===== config.mk =====
export PLATFORM = sky130hd
export DESIGN_NAME = ppd_cmd_queue
export DESIGN_NICKNAME = d
export VERILOG_FILES = /design/src/rtl/core/ppd_pkg.sv /design/src/rtl/core/ppd_cmd_queue.sv
export VERILOG_INCLUDE_DIRS = /design/src /design/src/rtl/core
export SDC_FILE = /design/constraint.sdc
export NUM_CORES = 1
export LEC_CHECK = 0
export BUFFER_PORTS_ARGS = -buffer_cell sky130_fd_sc_hd__buf_2
export CORE_MARGIN = 10
export CORE_UTILIZATION = 45
export CTS_CLUSTER_DIAMETER = 30
export DETAILED_ROUTE_END_ITERATION = 10
export PLACE_DENSITY = 0.72
export SETUP_SLACK_MARGIN = 0.15
export SYNTH_ARGS = -nofsm -noshare
export SYNTH_HDL_FRONTEND = slang
export SYNTH_SLANG_ARGS = --single-unit
export TNS_END_PERCENT = 30

===== constraint.sdc =====
create_clock -name clk -period 3.8 [get_ports clk]
set_input_delay 0 -clock clk [delete_from_list [all_inputs] [get_ports clk]]
set_output_delay 0 -clock clk [all_outputs]
set_load 0.02 [all_outputs]

===== src/rtl/core/assert_macros.svh =====
// Assertion macros shared by the decompressor RTL.
// Expects clk and arst_n in the scope of the user; define ASSERT_OFF to drop them.
`ifndef ASSERT_MACROS_SVH
`define ASSERT_MACROS_SVH
`ifndef ASSERT_OFF
// property must hold at every clock edge outside reset
`define ASSERT_AR(label, prop, msg) \
	label: assert property (@(posedge clk) disable iff (!arst_n) prop) else $error(msg);
// condition must never be true outside reset
`define ASSERT_NEVER(label, expr, msg) \
	label: assert property (@(posedge clk) disable iff (!arst_n) !(expr)) else $error(msg);
`else
`define ASSERT_AR(label, prop, msg)
`define ASSERT_NEVER(label, expr, msg)
`endif
`endif


===== src/rtl/core/ppd_pkg.sv =====
// Shared types, constants and the FCS-16 step for the Predictor-1 decompressor.
// No dependencies; the front, queue, back and top modules import it.
package ppd_pkg;

	localparam int HASH_BITS   = 16;
	localparam int MAX_OUT_LEN = 1600;
	localparam int TABLE_SIZE  = 1 << HASH_BITS;
	localparam int QDEPTH      = 2;
	localparam int QPTR_W      = (QDEPTH > 1) ? $clog2(QDEPTH) : 1;
	localparam int QCNT_W      = $clog2(QDEPTH + 1);

	localparam logic [15:0] MAX_CNT  = 16'(MAX_OUT_LEN);
	localparam logic [15:0] FCS_INIT = 16'hFFFF;
	localparam logic [15:0] FCS_POLY = 16'h8408;
	localparam logic [15:0] FCS_GOOD = 16'hF0B8;

	typedef enum logic [1:0] {
		ST_OK   = 2'd0,
		ST_LEN  = 2'd1,
		ST_FCS  = 2'd2,
		ST_RUNT = 2'd3
	} status_t;

	typedef enum logic {
		KIND_DATA   = 1'b0,
		KIND_STATUS = 1'b1
	} kind_t;

	typedef enum logic [1:0] {
		PH_HDR0 = 2'd0,
		PH_HDR1 = 2'd1,
		PH_BODY = 2'd2
	} phase_t;

	typedef enum logic [2:0] {
		S_CLEAR,
		S_IDLE,
		S_EXEC,
		S_RUN,
		S_GUESS,
		S_END,
		S_FCS,
		S_STAT
	} back_state_t;

	// one unit of work handed from the front to the back
	typedef struct packed {
		logic        hdr;   // header complete: load mode, length, header FCS
		logic        data;  // dat is a payload byte
		logic        eop;   // packet ends with this beat
		logic        runt;  // packet ended too short
		logic [7:0]  dat;
		logic [7:0]  fcs0;  // trailing bytes, oldest first
		logic [7:0]  fcs1;
		logic        mode;
		logic [14:0] len;
		logic [15:0] hfcs;
	} cmd_t;

	function automatic logic [15:0] fcs_update(input logic [15:0] fcs, input logic [7:0] b);
		logic [15:0] f;
		f = fcs ^ {8'h00, b};
		for (int k = 0; k < 8; k++) begin
			f = f[0] ? ((f >> 1) ^ FCS_POLY) : (f >> 1);
		end
		return f;
	endfunction

endpackage


===== src/rtl/core/ppd_cmd_queue.sv =====
// Short command FIFO between the front end and the expansion engine.
// Uses ppd_pkg and assert_macros.svh.
`include "assert_macros.svh"

module ppd_cmd_queue (
	input  logic          clk,
	input  logic          arst_n,
	input  logic          push,
	input  ppd_pkg::cmd_t push_cmd,
	input  logic          pop,
	output ppd_pkg::cmd_t pop_cmd,
	output logic          full,
	output logic          empty
);
	import ppd_pkg::*;

	cmd_t              mem_q [QDEPTH];
	logic [QPTR_W-1:0] wr_q;
	logic [QPTR_W-1:0] rd_q;
	logic [QCNT_W-1:0] cnt_q;

	assign full    = (cnt_q == QCNT_W'(QDEPTH));
	assign empty   = (cnt_q == '0);
	assign pop_cmd = mem_q[rd_q];

	function automatic logic [QPTR_W-1:0] ptr_next(input logic [QPTR_W-1:0] p);
		return (p == QPTR_W'(QDEPTH - 1)) ? '0 : p + QPTR_W'(1);
	endfunction

	always_ff @(posedge clk or negedge arst_n) begin
		if (!arst_n) begin
			wr_q  <= '0;
			rd_q  <= '0;
			cnt_q <= '0;
		end else begin
			if (push) begin
				wr_q <= ptr_next(wr_q);
			end
			if (pop) begin
				rd_q <= ptr_next(rd_q);
			end
			if (push && !pop) begin
				cnt_q <= cnt_q + QCNT_W'(1);
			end else if (pop && !push) begin
				cnt_q <= cnt_q - QCNT_W'(1);
			end
		end
	end

	always_ff @(posedge clk) begin
		if (push) begin
			mem_q[wr_q] <= push_cmd;
		end
	end

	`ASSERT_NEVER(a_q_overrun, push && full, "command pushed into a full queue")
	`ASSERT_NEVER(a_q_underrun, pop && empty, "command popped from an empty queue")

endmodule


==> out/results.txt <==
register area share after synthesis: 76.9%
switching power: 1.50 mW
pwr dens: 762 nW/um2
clock root buffer: clkbuf_8
Total Power: 5.15 mW
number of global-route vias before repair: 2844
Area Overhead vs Synth: 40.3%
WL per Instance: 16.4 um
# DRC: 0
number of failing hold endpoints at the final stage: 0
status: complete, no violations
Final setup viols: 0
sequential power share: 40.2%
post-route setup TNS: 0 ps
Slew Viols, Final: 0
Final Util: 65.2%
max-cap violations: 0
Final Critical Period: 2290 ps
DR vias/cell: 4.57
Detailed Place HPWL: 5.65 mm
Lkg Pwr: 2.77 nW
Worst Path Arrival: 2290 ps
io pins: 126
Die W: 123 um
first-pass iteration count of the detailed router: 4
crit start category: flop
all-layer global routing usage: 12.4%
Final WS setup: 1510 ps
Synth Cell Area: 4820 um2
clk slew on worst S/H paths: 60 ps
die area: 15200 um2
Post-Place Cells: 459
share of cells above drive strength 1: 51.8%
chip height: 123 um
DP Area: 5520 um2
fin crit share: 60.2%
RR Startpoint: wr_q$_DFFE_PN0P_
relative slew slack: 21.8%
most common cell after layout, fill and taps aside: buf_2
row count: 37
internal power: 3.65 mW
clock power share: 30.7%
Final ANT Viol Nets: 0
Layout Skew: 9.12 ps
H-tree Lvls: 4
sw frac: 29.1%
maximum clock insertion buffer count: 2
TritonCTS Buffers: 17
critical path type: reg -> out
first-pass GRT wire length: 14.2 mm
GPL Wtd Cong: 0.639
CP endpoint: pop_cmd[39]
final instance area: 6760 um2
aggregate global routing overflow: 0
yosys warns: 0
DRT Wirelength: 9.11 mm
Peak VDD IR: 455 uV
Iter 0 DRT Violations: 86
syn nets: 268
Reg2Reg Depth: 2
endpoint type of the worst setup path: output pin
initial core utilization: 46.5%
WHS: 218 ps
routed vias: 2535
worst flop-to-flop path endpoint: mem_q[1][52]$_DFFE_PP_
Post-Layout Cell Count: 555
pre-CTS WS: 2010 ps
Final Net Count: 471
PostCTS Resize Cnt: 0
RSZ-0062 raised after global routing: no
Setup crit start: rd_q$_DFFE_PN0P_
Mapped Cells: 203
PortBufs: 125
largest net degree at the start of global routing: 62
CTS tree: built
Core Footprint: 10400 um2
syn_area_per_cell: 23.7 um2
worst-path fanout max: 61
most frequent cells in the layout: 125 x buf_2, 120 x edfxtp_1, 64 x dlygate4sd3_1
Max Clk Rate: 437 MHz
Comb pwr share: 29.1%
Setup Buffers After CTS: 0
clock latency on the worst-skew pair: 500 ps
hold path depth: 2
Inserted Diodes: 0
Hold Path Class: in -> reg
Cell variety after synth: 13
Sink Count: 124
initial antenna violation count: 0
Worst-Margin Slew: 1170 ps
Worst Path Required: 3800 ps
Yosys reg bits: 124
FF-to-FF setup slack: 2200 ps
sequential cells by signal, indices dropped and copies added (netlist names):
signal,cells
cnt_q,2
mem_q,120
wr_q,1
rd_q,1
critical path, stage by stage, from the launching register on:
cell,delay [ps]
dfrtp_4,1150
mux2_2,410
buf_2,160
area by class of cell:
| class | instances | area (um2) |
|---|---|---|
| clock buffer | 26 | 488 |
| fill | 720 | 3610 |
| clock inverter | 6 | 110 |
| sequential | 124 | 3710 |
| multi-input combinational | 71 | 988 |
| timing repair buffer | 191 | 1290 |
| tap | 136 | 170 |
| inverter | 1 | 3.75 |
power by group through the flow:
stage | sequential, mW | combinational, mW | clock, mW
after global placement | 2.09 | 1.46 | 0
after global routing | 2.12 | 1.59 | 1.68
final | 2.07 | 1.50 | 1.58
after CTS | 2.08 | 1.52 | 1.62
after detailed placement | 2.11 | 1.46 | 0
after floorplan | 1.92 | 1.32 | 0
worst min-delay path by stage:
stage,start,end
6_report,push_cmd[15],mem_q[0][15]$_DFFE_PP_
5_1_grt,push_cmd[11],mem_q[0][11]$_DFFE_PP_
4_1_cts,push_cmd[17],mem_q[1][17]$_DFFE_PP_
3_5_place_dp,arst_n,wr_q$_DFFE_PN0P_
3_3_place_gp,arst_n,wr_q$_DFFE_PN0P_
2_1_floorplan,arst_n,cnt_q[0]$_DFFE_PN0P_
what timing repair did:
item                                    CTS  global route
endpoints found under the setup margin    0             0
hold endpoints to repair                127             0
hold buffers                             64             0
metal layers:
metal  vias up  share of wire [%]  GRT usage, %
met1      1223                 38          12.6
met4         0                1.0          4.51
li1       1209                  -             -
met3         9                9.4          6.88
met2        94                 52          21.0
met5         -                  0             0
synthesized netlist by cell type, drive strengths merged:
master	n	area (um2)
mux2	60	897
nor2	2	7.51
ha	1	12.5
xor2	4	35.0
xnor2	1	8.76
buf	7	131
inv	1	3.75
edfxtp	120	3600
nor2b	2	12.5
and2	1	6.26
dfrtp	4	100
cell families (layout without fill, tap and decap cells):
logic type / count (synthesis) / after routing / share of synthesized area [%]
DFF: 124 / 124 / 76.9
muxes: 60 / 60 / 18.6
buffers and inverters: 8 / 224 / 2.80
xor gates and xnor gates: 5 / 5 / 0.909
and+or+nand+nor: 5 / 5 / 0.545
adders and majority gates: 1 / 1 / 0.260
No activity file was read; power rests on OpenSTA's default activity.
