### src/rtl/core/assert_macros.svh
// Assertion macros shared by the decompressor RTL.
// Expects clk and arst_n in the scope of the user; define ASSERT_OFF to drop them.
`ifndef ASSERT_MACROS_SVH
`define ASSERT_MACROS_SVH
`ifndef ASSERT_OFF
// property must hold at every clock edge outside reset
`define ASSERT_AR(label, prop, msg) \
	label: assert property (@(posedge clk) disable iff (!arst_n) prop) else $error(msg);
// condition must never be true outside reset
`define ASSERT_NEVER(label, expr, msg) \
	label: assert property (@(posedge clk) disable iff (!arst_n) !(expr)) else $error(msg);
`else
`define ASSERT_AR(label, prop, msg)
`define ASSERT_NEVER(label, expr, msg)
`endif
`endif

### src/rtl/core/ppd_pkg.sv
// Shared types, constants and the FCS-16 step for the Predictor-1 decompressor.
// No dependencies; the front, queue, back and top modules import it.
package ppd_pkg;

	localparam int HASH_BITS   = 16;
	localparam int MAX_OUT_LEN = 1600;
	localparam int TABLE_SIZE  = 1 << HASH_BITS;
	localparam int QDEPTH      = 2;
	localparam int QPTR_W      = (QDEPTH > 1) ? $clog2(QDEPTH) : 1;
	localparam int QCNT_W      = $clog2(QDEPTH + 1);

	localparam logic [15:0] MAX_CNT  = 16'(MAX_OUT_LEN);
	localparam logic [15:0] FCS_INIT = 16'hFFFF;
	localparam logic [15:0] FCS_POLY = 16'h8408;
	localparam logic [15:0] FCS_GOOD = 16'hF0B8;

	typedef enum logic [1:0] {
		ST_OK   = 2'd0,
		ST_LEN  = 2'd1,
		ST_FCS  = 2'd2,
		ST_RUNT = 2'd3
	} status_t;

	typedef enum logic {
		KIND_DATA   = 1'b0,
		KIND_STATUS = 1'b1
	} kind_t;

	typedef enum logic [1:0] {
		PH_HDR0 = 2'd0,
		PH_HDR1 = 2'd1,
		PH_BODY = 2'd2
	} phase_t;

	typedef enum logic [2:0] {
		S_CLEAR,
		S_IDLE,
		S_EXEC,
		S_RUN,
		S_GUESS,
		S_END,
		S_FCS,
		S_STAT
	} back_state_t;

	// one unit of work handed from the front to the back
	typedef struct packed {
		logic        hdr;   // header complete: load mode, length, header FCS
		logic        data;  // dat is a payload byte
		logic        eop;   // packet ends with this beat
		logic        runt;  // packet ended too short
		logic [7:0]  dat;
		logic [7:0]  fcs0;  // trailing bytes, oldest first
		logic [7:0]  fcs1;
		logic        mode;
		logic [14:0] len;
		logic [15:0] hfcs;
	} cmd_t;

	function automatic logic [15:0] fcs_update(input logic [15:0] fcs, input logic [7:0] b);
		logic [15:0] f;
		f = fcs ^ {8'h00, b};
		for (int k = 0; k < 8; k++) begin
			f = f[0] ? ((f >> 1) ^ FCS_POLY) : (f >> 1);
		end
		return f;
	endfunction

endpackage

### src/rtl/core/ppd_if.sv
// Valid/ready channel interfaces for packet bytes in and results out.
// No dependencies.
interface ppd_in_if;
	logic       valid;
	logic       ready;
	logic [7:0] in_byte;
	logic       end_of_packet;

	modport source (output valid, output in_byte, output end_of_packet, input ready);
	modport sink   (input valid, input in_byte, input end_of_packet, output ready);
endinterface


### src/rtl/core/ppd_front.sv
// Front end: takes packet beats, splits header, payload and trailing FCS bytes.
// Uses ppd_pkg and ppd_in_if; feeds commands to ppd_cmd_queue.
module ppd_front (
	input  logic          clk,
	input  logic          arst_n,
	ppd_in_if.sink        pkt,
	input  logic          busy,
	input  logic          q_full,
	output logic          push,
	output ppd_pkg::cmd_t push_cmd
);
	import ppd_pkg::*;

	phase_t      phase_q;
	logic [1:0]  seen_q;
	logic [7:0]  hw0_q;
	logic [7:0]  hw1_q;
	logic        mode_q;
	logic [6:0]  lenhi_q;
	logic [15:0] hfcs_q;
	logic        accept;

	assign pkt.ready = !q_full && !busy;
	assign accept    = pkt.valid && pkt.ready;

	always_comb begin
		push_cmd      = '0;
		push_cmd.eop  = pkt.end_of_packet;
		push_cmd.dat  = hw0_q;
		push_cmd.fcs0 = seen_q[1] ? hw1_q : hw0_q;
		push_cmd.fcs1 = pkt.in_byte;
		push_cmd.mode = mode_q;
		push_cmd.len  = {lenhi_q, pkt.in_byte};
		push_cmd.hfcs = fcs_update(hfcs_q, pkt.in_byte);
		push          = 1'b0;
		unique case (phase_q)
			PH_HDR0: begin
				push_cmd.runt = 1'b1;
				push          = accept && pkt.end_of_packet;
			end
			PH_HDR1: begin
				push_cmd.runt = pkt.end_of_packet;
				push_cmd.hdr  = !pkt.end_of_packet;
				push          = accept;
			end
			default: begin
				// body: the oldest held byte leaves once the window is full
				push_cmd.data = seen_q[1];
				push_cmd.runt = (seen_q == 2'd0);
				push          = accept && (seen_q[1] || pkt.end_of_packet);
			end
		endcase
	end

	always_ff @(posedge clk or negedge arst_n) begin
		if (!arst_n) begin
			phase_q <= PH_HDR0;
			seen_q  <= 2'd0;
		end else if (accept) begin
			if (pkt.end_of_packet) begin
				phase_q <= PH_HDR0;
				seen_q  <= 2'd0;
			end else begin
				unique case (phase_q)
					PH_HDR0: phase_q <= PH_HDR1;
					PH_HDR1: phase_q <= PH_BODY;
					default: begin
						if (!seen_q[1]) begin
							seen_q <= seen_q + 2'd1;
						end
					end
				endcase
			end
		end
	end

	always_ff @(posedge clk) begin
		if (accept) begin
			unique case (phase_q)
				PH_HDR0: begin
					mode_q  <= pkt.in_byte[7];
					lenhi_q <= pkt.in_byte[6:0];
					hfcs_q  <= fcs_update(FCS_INIT, {1'b0, pkt.in_byte[6:0]});
				end
				PH_HDR1: begin
				end
				default: begin
					if (seen_q[1]) begin
						hw0_q <= hw1_q;
						hw1_q <= pkt.in_byte;
					end else if (seen_q[0]) begin
						hw1_q <= pkt.in_byte;
					end else begin
						hw0_q <= pkt.in_byte;
					end
				end
			endcase
		end
	end

endmodule

### src/flat_wrapper.sv
// flat-port wrapper written by rule: the top's interface ports become plain ports
module ppd_front_flat import ppd_pkg::*;
  (clk, arst_n, busy, q_full, push, push_cmd, pkt_valid, pkt_in_byte, pkt_end_of_packet, pkt_ready);
  ppd_in_if pkt_i ();
  input  logic clk;
  input  logic arst_n;
  input  logic busy;
  input  logic q_full;
  output logic push;
  output ppd_pkg::cmd_t push_cmd;
  input wire logic [$bits(pkt_i.valid)-1:0] pkt_valid;
  input wire logic [$bits(pkt_i.in_byte)-1:0] pkt_in_byte;
  input wire logic [$bits(pkt_i.end_of_packet)-1:0] pkt_end_of_packet;
  output wire logic [$bits(pkt_i.ready)-1:0] pkt_ready;
  assign pkt_i.valid = pkt_valid;
  assign pkt_i.in_byte = pkt_in_byte;
  assign pkt_i.end_of_packet = pkt_end_of_packet;
  assign pkt_ready = pkt_i.ready;
  ppd_front u_core (.clk(clk), .arst_n(arst_n), .pkt(pkt_i), .busy(busy), .q_full(q_full), .push(push), .push_cmd(push_cmd));
endmodule
### config.mk
export PLATFORM = sky130hd
export DESIGN_NAME = ppd_front_flat
export DESIGN_NICKNAME = d
export VERILOG_FILES = /design/src/rtl/core/assert_macros.svh /design/src/rtl/core/ppd_pkg.sv /design/src/rtl/core/ppd_if.sv /design/src/rtl/core/ppd_front.sv /design/src/flat_wrapper.sv
export SDC_FILE = /design/constraint.sdc
export NUM_CORES = 1
export LEC_CHECK = 0
export ABC_AREA = 1
export ABC_CLOCK_PERIOD_IN_PS = 2600
export BUFFER_PORTS_ARGS = -buffer_cell sky130_fd_sc_hd__buf_2
export CORE_ASPECT_RATIO = 1.2
export CORE_MARGIN = 3
export CORE_UTILIZATION = 45
export DETAILED_ROUTE_END_ITERATION = 7
export HOLD_SLACK_MARGIN = 0.12
export PLACE_DENSITY = 0.81
export SYNTH_ARGS = -nofsm -noshare
export SYNTH_HDL_FRONTEND = slang
export SYNTH_SLANG_ARGS = --single-unit
### constraint.sdc
create_clock -name clk -period 2.6 [get_ports clk]
set_input_delay 0.78 -clock clk [delete_from_list [all_inputs] [get_ports clk]]
set_output_delay 0.78 -clock clk [all_outputs]
set_load 0.1 [all_outputs]
==> metrics.csv, run 1 <==
metric,value,unit
Least-Margin Pin Slew,0.495,ns
total CTS buffers,5,
Max clock buf depth,2,
post-synthesis instance area,2280,um^2
final setup fails,0,
crit path time final,2.54,ns
Leak,1.56,nW
Starting DRT DRC Count,94,
die area,5960,um^2
sequential fraction of the synthesis area,0.545,
first-pass GRT wire length,8.98,mm
worst skew pair latency,0.30,ns
"most common cell after layout, fill and taps aside",nand2_1,
worst-path cell chain,"buf_2, inv_4, nand2_1, nand2_2, nand2_1, nand2_1, nand2_1, nand2_8, buf_12",
count of final hold-check violations,0,
Syn Area/Cell,8.57,um^2
Max VDD drop,0.000418,V
DRC Markers,0,
vias after detailed routing,1931,
CTS tree,yes,
Initial Utilization,0.482,
r2r startpoint,u_core.seen_q[1],
Clk network pwr share,0.250,
layout cell share with drive strength beyond 1,0.386,
share of power burned in registers,0.339,
WL/cell,14.0,um
max frequency,0.393,GHz
Pint,1.41,mW
most frequent cells in the layout,"nand2_1 (103), buf_2 (53), edfxtp_1 (38)",
unique cell type count in the Yosys netlist,20,
"CP delay by family, top",simple AND/OR/NAND/NOR gates,
RSZ-0062 raised after global routing,yes,
Psw,1.03,mW
Sw Ratio,0.423,
initial antenna violation count,0,
Buf/Inv on CP,3,
Final Instance Area,3300,um^2
reg2reg setup slack,1.12,ns
Multi-input gate area,970,um^2
CP most frequent cell,nand2_1,
Rows,27,
combinational group share of total power,0.411,
Core Area,4730,um^2
dpl hpwl,4.19,mm
Worst Hold Class,input port to asynchronous set/reset pin,
number of global-route vias before repair,1932,
status,"finished, final reports clean",
synth top area cells,"edfxtp_1 (50%), nand2_1 (19%), buf_4 (6.3%)",
CTS root buf,clkbuf_8,
Reg2Reg Depth,3,
delay of the slowest critical-path stage,0.17,ns
Crit Path Class,input port to primary output,
GRT overflow,0,
largest area contributor in the netlist,edfxtp_1,
antenna-violating nets left,0,
Layout area overhead,44.8,%
Slew Limit Headroom,0.672,
CP endpoint kind,primary output,
nets,350,
via/cell ratio,4.89,
CP startpoint kind,input port,
arrival time worst endpoint,1.76,ns
die width,71.0,um
Port Buffers,75,
syn nets,280,
H-Tree Depth,2,
register area,1240,um^2
CTS sink count,42,
fillcell total,351,
Slowest cell on crit path,buf_12,
max_cap viols,0,
Placer Congestion,0.884,
Synth Register Bits,42,
critical path peak fanout,6,
gr usage total,0.192,
pins over their slew limit,0,
Ant. Diodes,0,
Post-DP Area,3140,um^2
Setup TNS,0,ns
worst r2r dst,u_core.hw0_q[2],
pin count of the biggest net entering global routing,23,
Power Dens Cells,739,nW/um^2
worst clock skew,0.0113,ns
I/O pin cnt,76,
die height,83.9,um
fin crit share,0.978,
drt total wl,5.52,mm
WP data required,1.82,ns
share of the synthesized area in the top cell type,0.501,
synth warn,0,
Synth Instances,266,
clk slew on worst S/H paths,0.07,ns
drt first pass iters,4,
synth_stat cells:
cell type	count
xnor2_1	4
nand2_1	115
buf_4	19
xor2_1	6
nor3_1	1
edfxtp_1	38
a211oi_1	1
nor2_1	8
buf_2	1
nand2_2	12
a21oi_1	1
inv_1	26
dfrtp_1	4
o21ai_1	1
inv_2	4
nor2_2	1
nor3_2	1
o21ai_0	12
nand3_1	10
clkbuf_1	1
sequential cells by signal, indices dropped and copies added (netlist names):
signal,flops
u_core.mode_q,1
u_core.hw1_q,8
u_core.seen_q,2
u_core.hw0_q,8
u_core.lenhi_q,7
u_core.phase_q,2
u_core.hfcs_q,14
what timing repair did:
item,in CTS,in global routing
pin swaps,0,1
endpoints found under the hold margin,0,0
setup endpoints to repair,1,15
buffers inserted,0,1
hold buffers,0,0
gates cloned,0,0
gates resized for setup,1,6
through the flow:
step	std cells	util	setup WS, ns	power (mW)	hold WS, ns
after CTS	394	0.693	0.0111	2.45	0.267
after floorplan	266	-	-0.162	1.59	0.481
after global routing	395	0.698	-0.0315	2.53	0.269
after detailed placement	386	0.665	0.0403	1.84	0.528
final	395	0.698	0.0561	2.44	0.275
after global placement	386	0.665	0.0905	1.82	0.506
layout make-up:
class	count	share of cell area
Clock inverter	3	0.0193
Multi-Input combinational cell	173	0.294
Tap cell	58	0.0220
Timing Repair Buffer	84	0.231
Sequential cell	42	0.377
Clock buffer	5	0.0209
Inverter	30	0.0368
power by group through the flow:
stage,Combinational [mW],Sequential [mW],Clock [mW]
after global routing,1.05,0.832,0.647
after floorplan,0.722,0.870,0
final,1.00,0.827,0.609
after global placement,0.984,0.838,0
after detailed placement,0.997,0.841,0
after CTS,1.00,0.826,0.618
routing by layer:
metal,up-vias,global-route usage,part of all wire
met3,10,0.0373,0.063
met5,-,0,0
met2,69,0.332,0.52
met1,891,0.231,0.40
met4,0,0.0803,0.019
li1,961,-,-
logic make-up after synthesis:
family | count (synthesis) | synth area share
AOI/OAI and AO/OA | 15 | 0.0340
xor gates and xnor gates | 10 | 0.0384
buffers and inverters | 51 | 0.116
DFF | 42 | 0.545
and+or+nand+nor | 148 | 0.267
how the worst max path moves through the flow:
stage	from	end	slack (ns)	cells past startpoint
final	pkt_in_byte[0]	push_cmd[3]	0.06	9
after global routing	pkt_in_byte[3]	push_cmd[10]	-0.03	9
after CTS	u_core.seen_q[1]	push_cmd[41]	0.01	3
after detailed placement	pkt_in_byte[0]	push_cmd[3]	0.04	9
after global placement	pkt_in_byte[7]	push_cmd[10]	0.09	9
after floorplan	q_full	u_core.hfcs_q[10]	-0.16	3
No activity file was read; power rests on OpenSTA's default activity.
==> run 2, diff against run 1 <==
Settings changed: PLACE_DENSITY 0.81 to unset, PLACE_DENSITY_LB_ADDON set to 0.05.
==> metrics.csv, run 2 (same netlist as run 1, synthesis figures left out) <==
metric,value,unit,change
dpl hpwl,3.92,mm,-6.5%
DRC Markers,0,,unchanged
count of final hold-check violations,0,,unchanged
Least-Margin Pin Slew,0.494,ns,-0.00171 ns
worst-path cell chain,"buf_2, inv_2, nand2_1, nand2_8, nand2_1, nand2_1, nand2_1, nand2_8, buf_12",,
initial antenna violation count,0,,unchanged
die height,83.9,um,unchanged
max frequency,0.392,GHz,-0.23%
CP endpoint kind,primary output,,
fin crit share,0.981,,+0.00223
nets,351,,+0.29%
"CP delay by family, top",simple AND/OR/NAND/NOR gates,,
hold_buf cts,0,,unchanged
drt total wl,4.95,mm,-10%
Ant. Diodes,0,,unchanged
vias after detailed routing,1849,,-4.2%
largest registers,"u_core.hfcs_q (14), u_core.hw0_q (8), u_core.hw1_q (8)",,
arrival time worst endpoint,1.77,ns,about the same
WP data required,1.82,ns,about the same
Placer Congestion,0.756,,-14%
total CTS buffers,5,,unchanged
"most common cell after layout, fill and taps aside",nand2_1,,
H-Tree Depth,2,,unchanged
Layout area overhead,44.0,%,
Finished Core Util,0.694,,-0.00370
I/O pin cnt,76,,unchanged
clk slew on worst S/H paths,0.08,ns,about the same
worst clock skew,0.00521,ns,-0.00610 ns
critical path peak fanout,5,,-1
most flop-heavy register,u_core.hfcs_q,,
max_cap viols,0,,unchanged
Max VDD drop,0.000387,V,-7.5%
drt first pass iters,4,,unchanged
die width,71.0,um,unchanged
worst skew pair latency,0.29,ns,about the same
RSZ-0062 raised after global routing,no,,
Slowest cell on crit path,buf_12,,
first-pass GRT wire length,8.11,mm,-9.7%
die area,5960,um^2,unchanged
Max clock buf depth,2,,unchanged
Buf/Inv on CP,3,,unchanged
crit path time final,2.55,ns,+0.00580 ns
power consumption,2.22,mW,-8.8%
Worst Hold Class,input port to asynchronous set/reset pin,,
pins over their slew limit,0,,unchanged
Starting DRT DRC Count,76,,-19%
WL/cell,12.5,um,-11%
reg2reg setup slack,1.11,ns,about the same
final setup fails,0,,unchanged
number of flip-flops in the largest register,14,,unchanged
Slew Limit Headroom,0.673,,+0.00113
most frequent cells in the layout,"nand2_1 (105), buf_2 (51), edfxtp_1 (38)",,
CP startpoint kind,input port,,
Crit Path Class,input port to primary output,,
CTS tree,yes,,
GRT overflow,0,,unchanged
Port Buffers,75,,unchanged
CTS root buf,clkbuf_8,,
Power Dens Cells,677,nW/um^2,-8.3%
layout cell share with drive strength beyond 1,0.382,,-0.00410
gr usage total,0.172,,-0.0204
Core Area,4730,um^2,unchanged
Initial Utilization,0.482,,unchanged
number of global-route vias before repair,1720,,-11%
CTS sink count,42,,unchanged
status,"finished, final reports clean",,
antenna-violating nets left,0,,unchanged
fillcell total,388,,+11%
CP most frequent cell,nand2_1,,
Rows,27,,unchanged
via/cell ratio,4.67,,-4.5%
Leak,1.55,nW,-0.58%
delay of the slowest critical-path stage,0.17,ns,about the same
pin count of the biggest net entering global routing,23,,unchanged
-- run 2: repair_timing --
action,CTS,global route
setup endpoints to repair,0,13
setup buffers,0,0
gates resized for setup,0,4
-- run 2: final timing paths --
path	startpoint	end	cells past startpoint
setup / recovery	pkt_in_byte[3]	push_cmd[10]	9
setup reg to reg	u_core.seen_q[1]	u_core.hw0_q[7]	3
hold / removal	arst_n	u_core.phase_q[1]	1
min in group clk	u_core.seen_q[0]	u_core.seen_q[0]	2
max in group asynchronous	arst_n	u_core.seen_q[1]	1
hold reg to reg	u_core.seen_q[0]	u_core.seen_q[0]	2
-- run 2: per-stage QoR --
| stage | std cells | TNS [ns] | hold WS [ns] | setup WS (ns) | cell area (um^2) |
|---|---|---|---|---|---|
| 3_3_place_gp | 388 | 0 | 0.501 | 0.0575 | 3190 |
| 5_1_grt | 396 | 0 | 0.279 | 0.000853 | 3280 |
| 3_5_place_dp | 388 | 0 | 0.515 | 0.0458 | 3190 |
| 6_report | 396 | 0 | 0.285 | 0.0503 | 3280 |
| 4_1_cts | 396 | 0 | 0.283 | 0.00811 | 3270 |
| 2_1_floorplan | 266 | -3.73 | 0.481 | -0.162 | 2460 |
-- run 2: metal layers --
layer / vias up / wire [um] / global-route usage
met5: - / 0 / 0
met4: 0 / 148 / 0.0786
met3: 14 / 272 / 0.0349
met2: 63 / 2440 / 0.275
met1: 815 / 2090 / 0.222
li1: 957 / - / -
-- run 2: power breakdown --
part | internal [mW] | switching [mW]
Combinational | 0.249 | 0.748
Clock | 0.184 | 0.217
Sequential | 0.784 | 0.0417
-- run 2: area by class of cell --
class,count,area [um^2],share of cell area
clock buffer,5,68.8,0.0210
inverter,30,119,0.0362
timing repair buffer,85,798,0.243
tap,58,72.6,0.0221
sequential,42,1240,0.379
clock inverter,3,16.3,0.00496
multi-input combinational,173,965,0.294
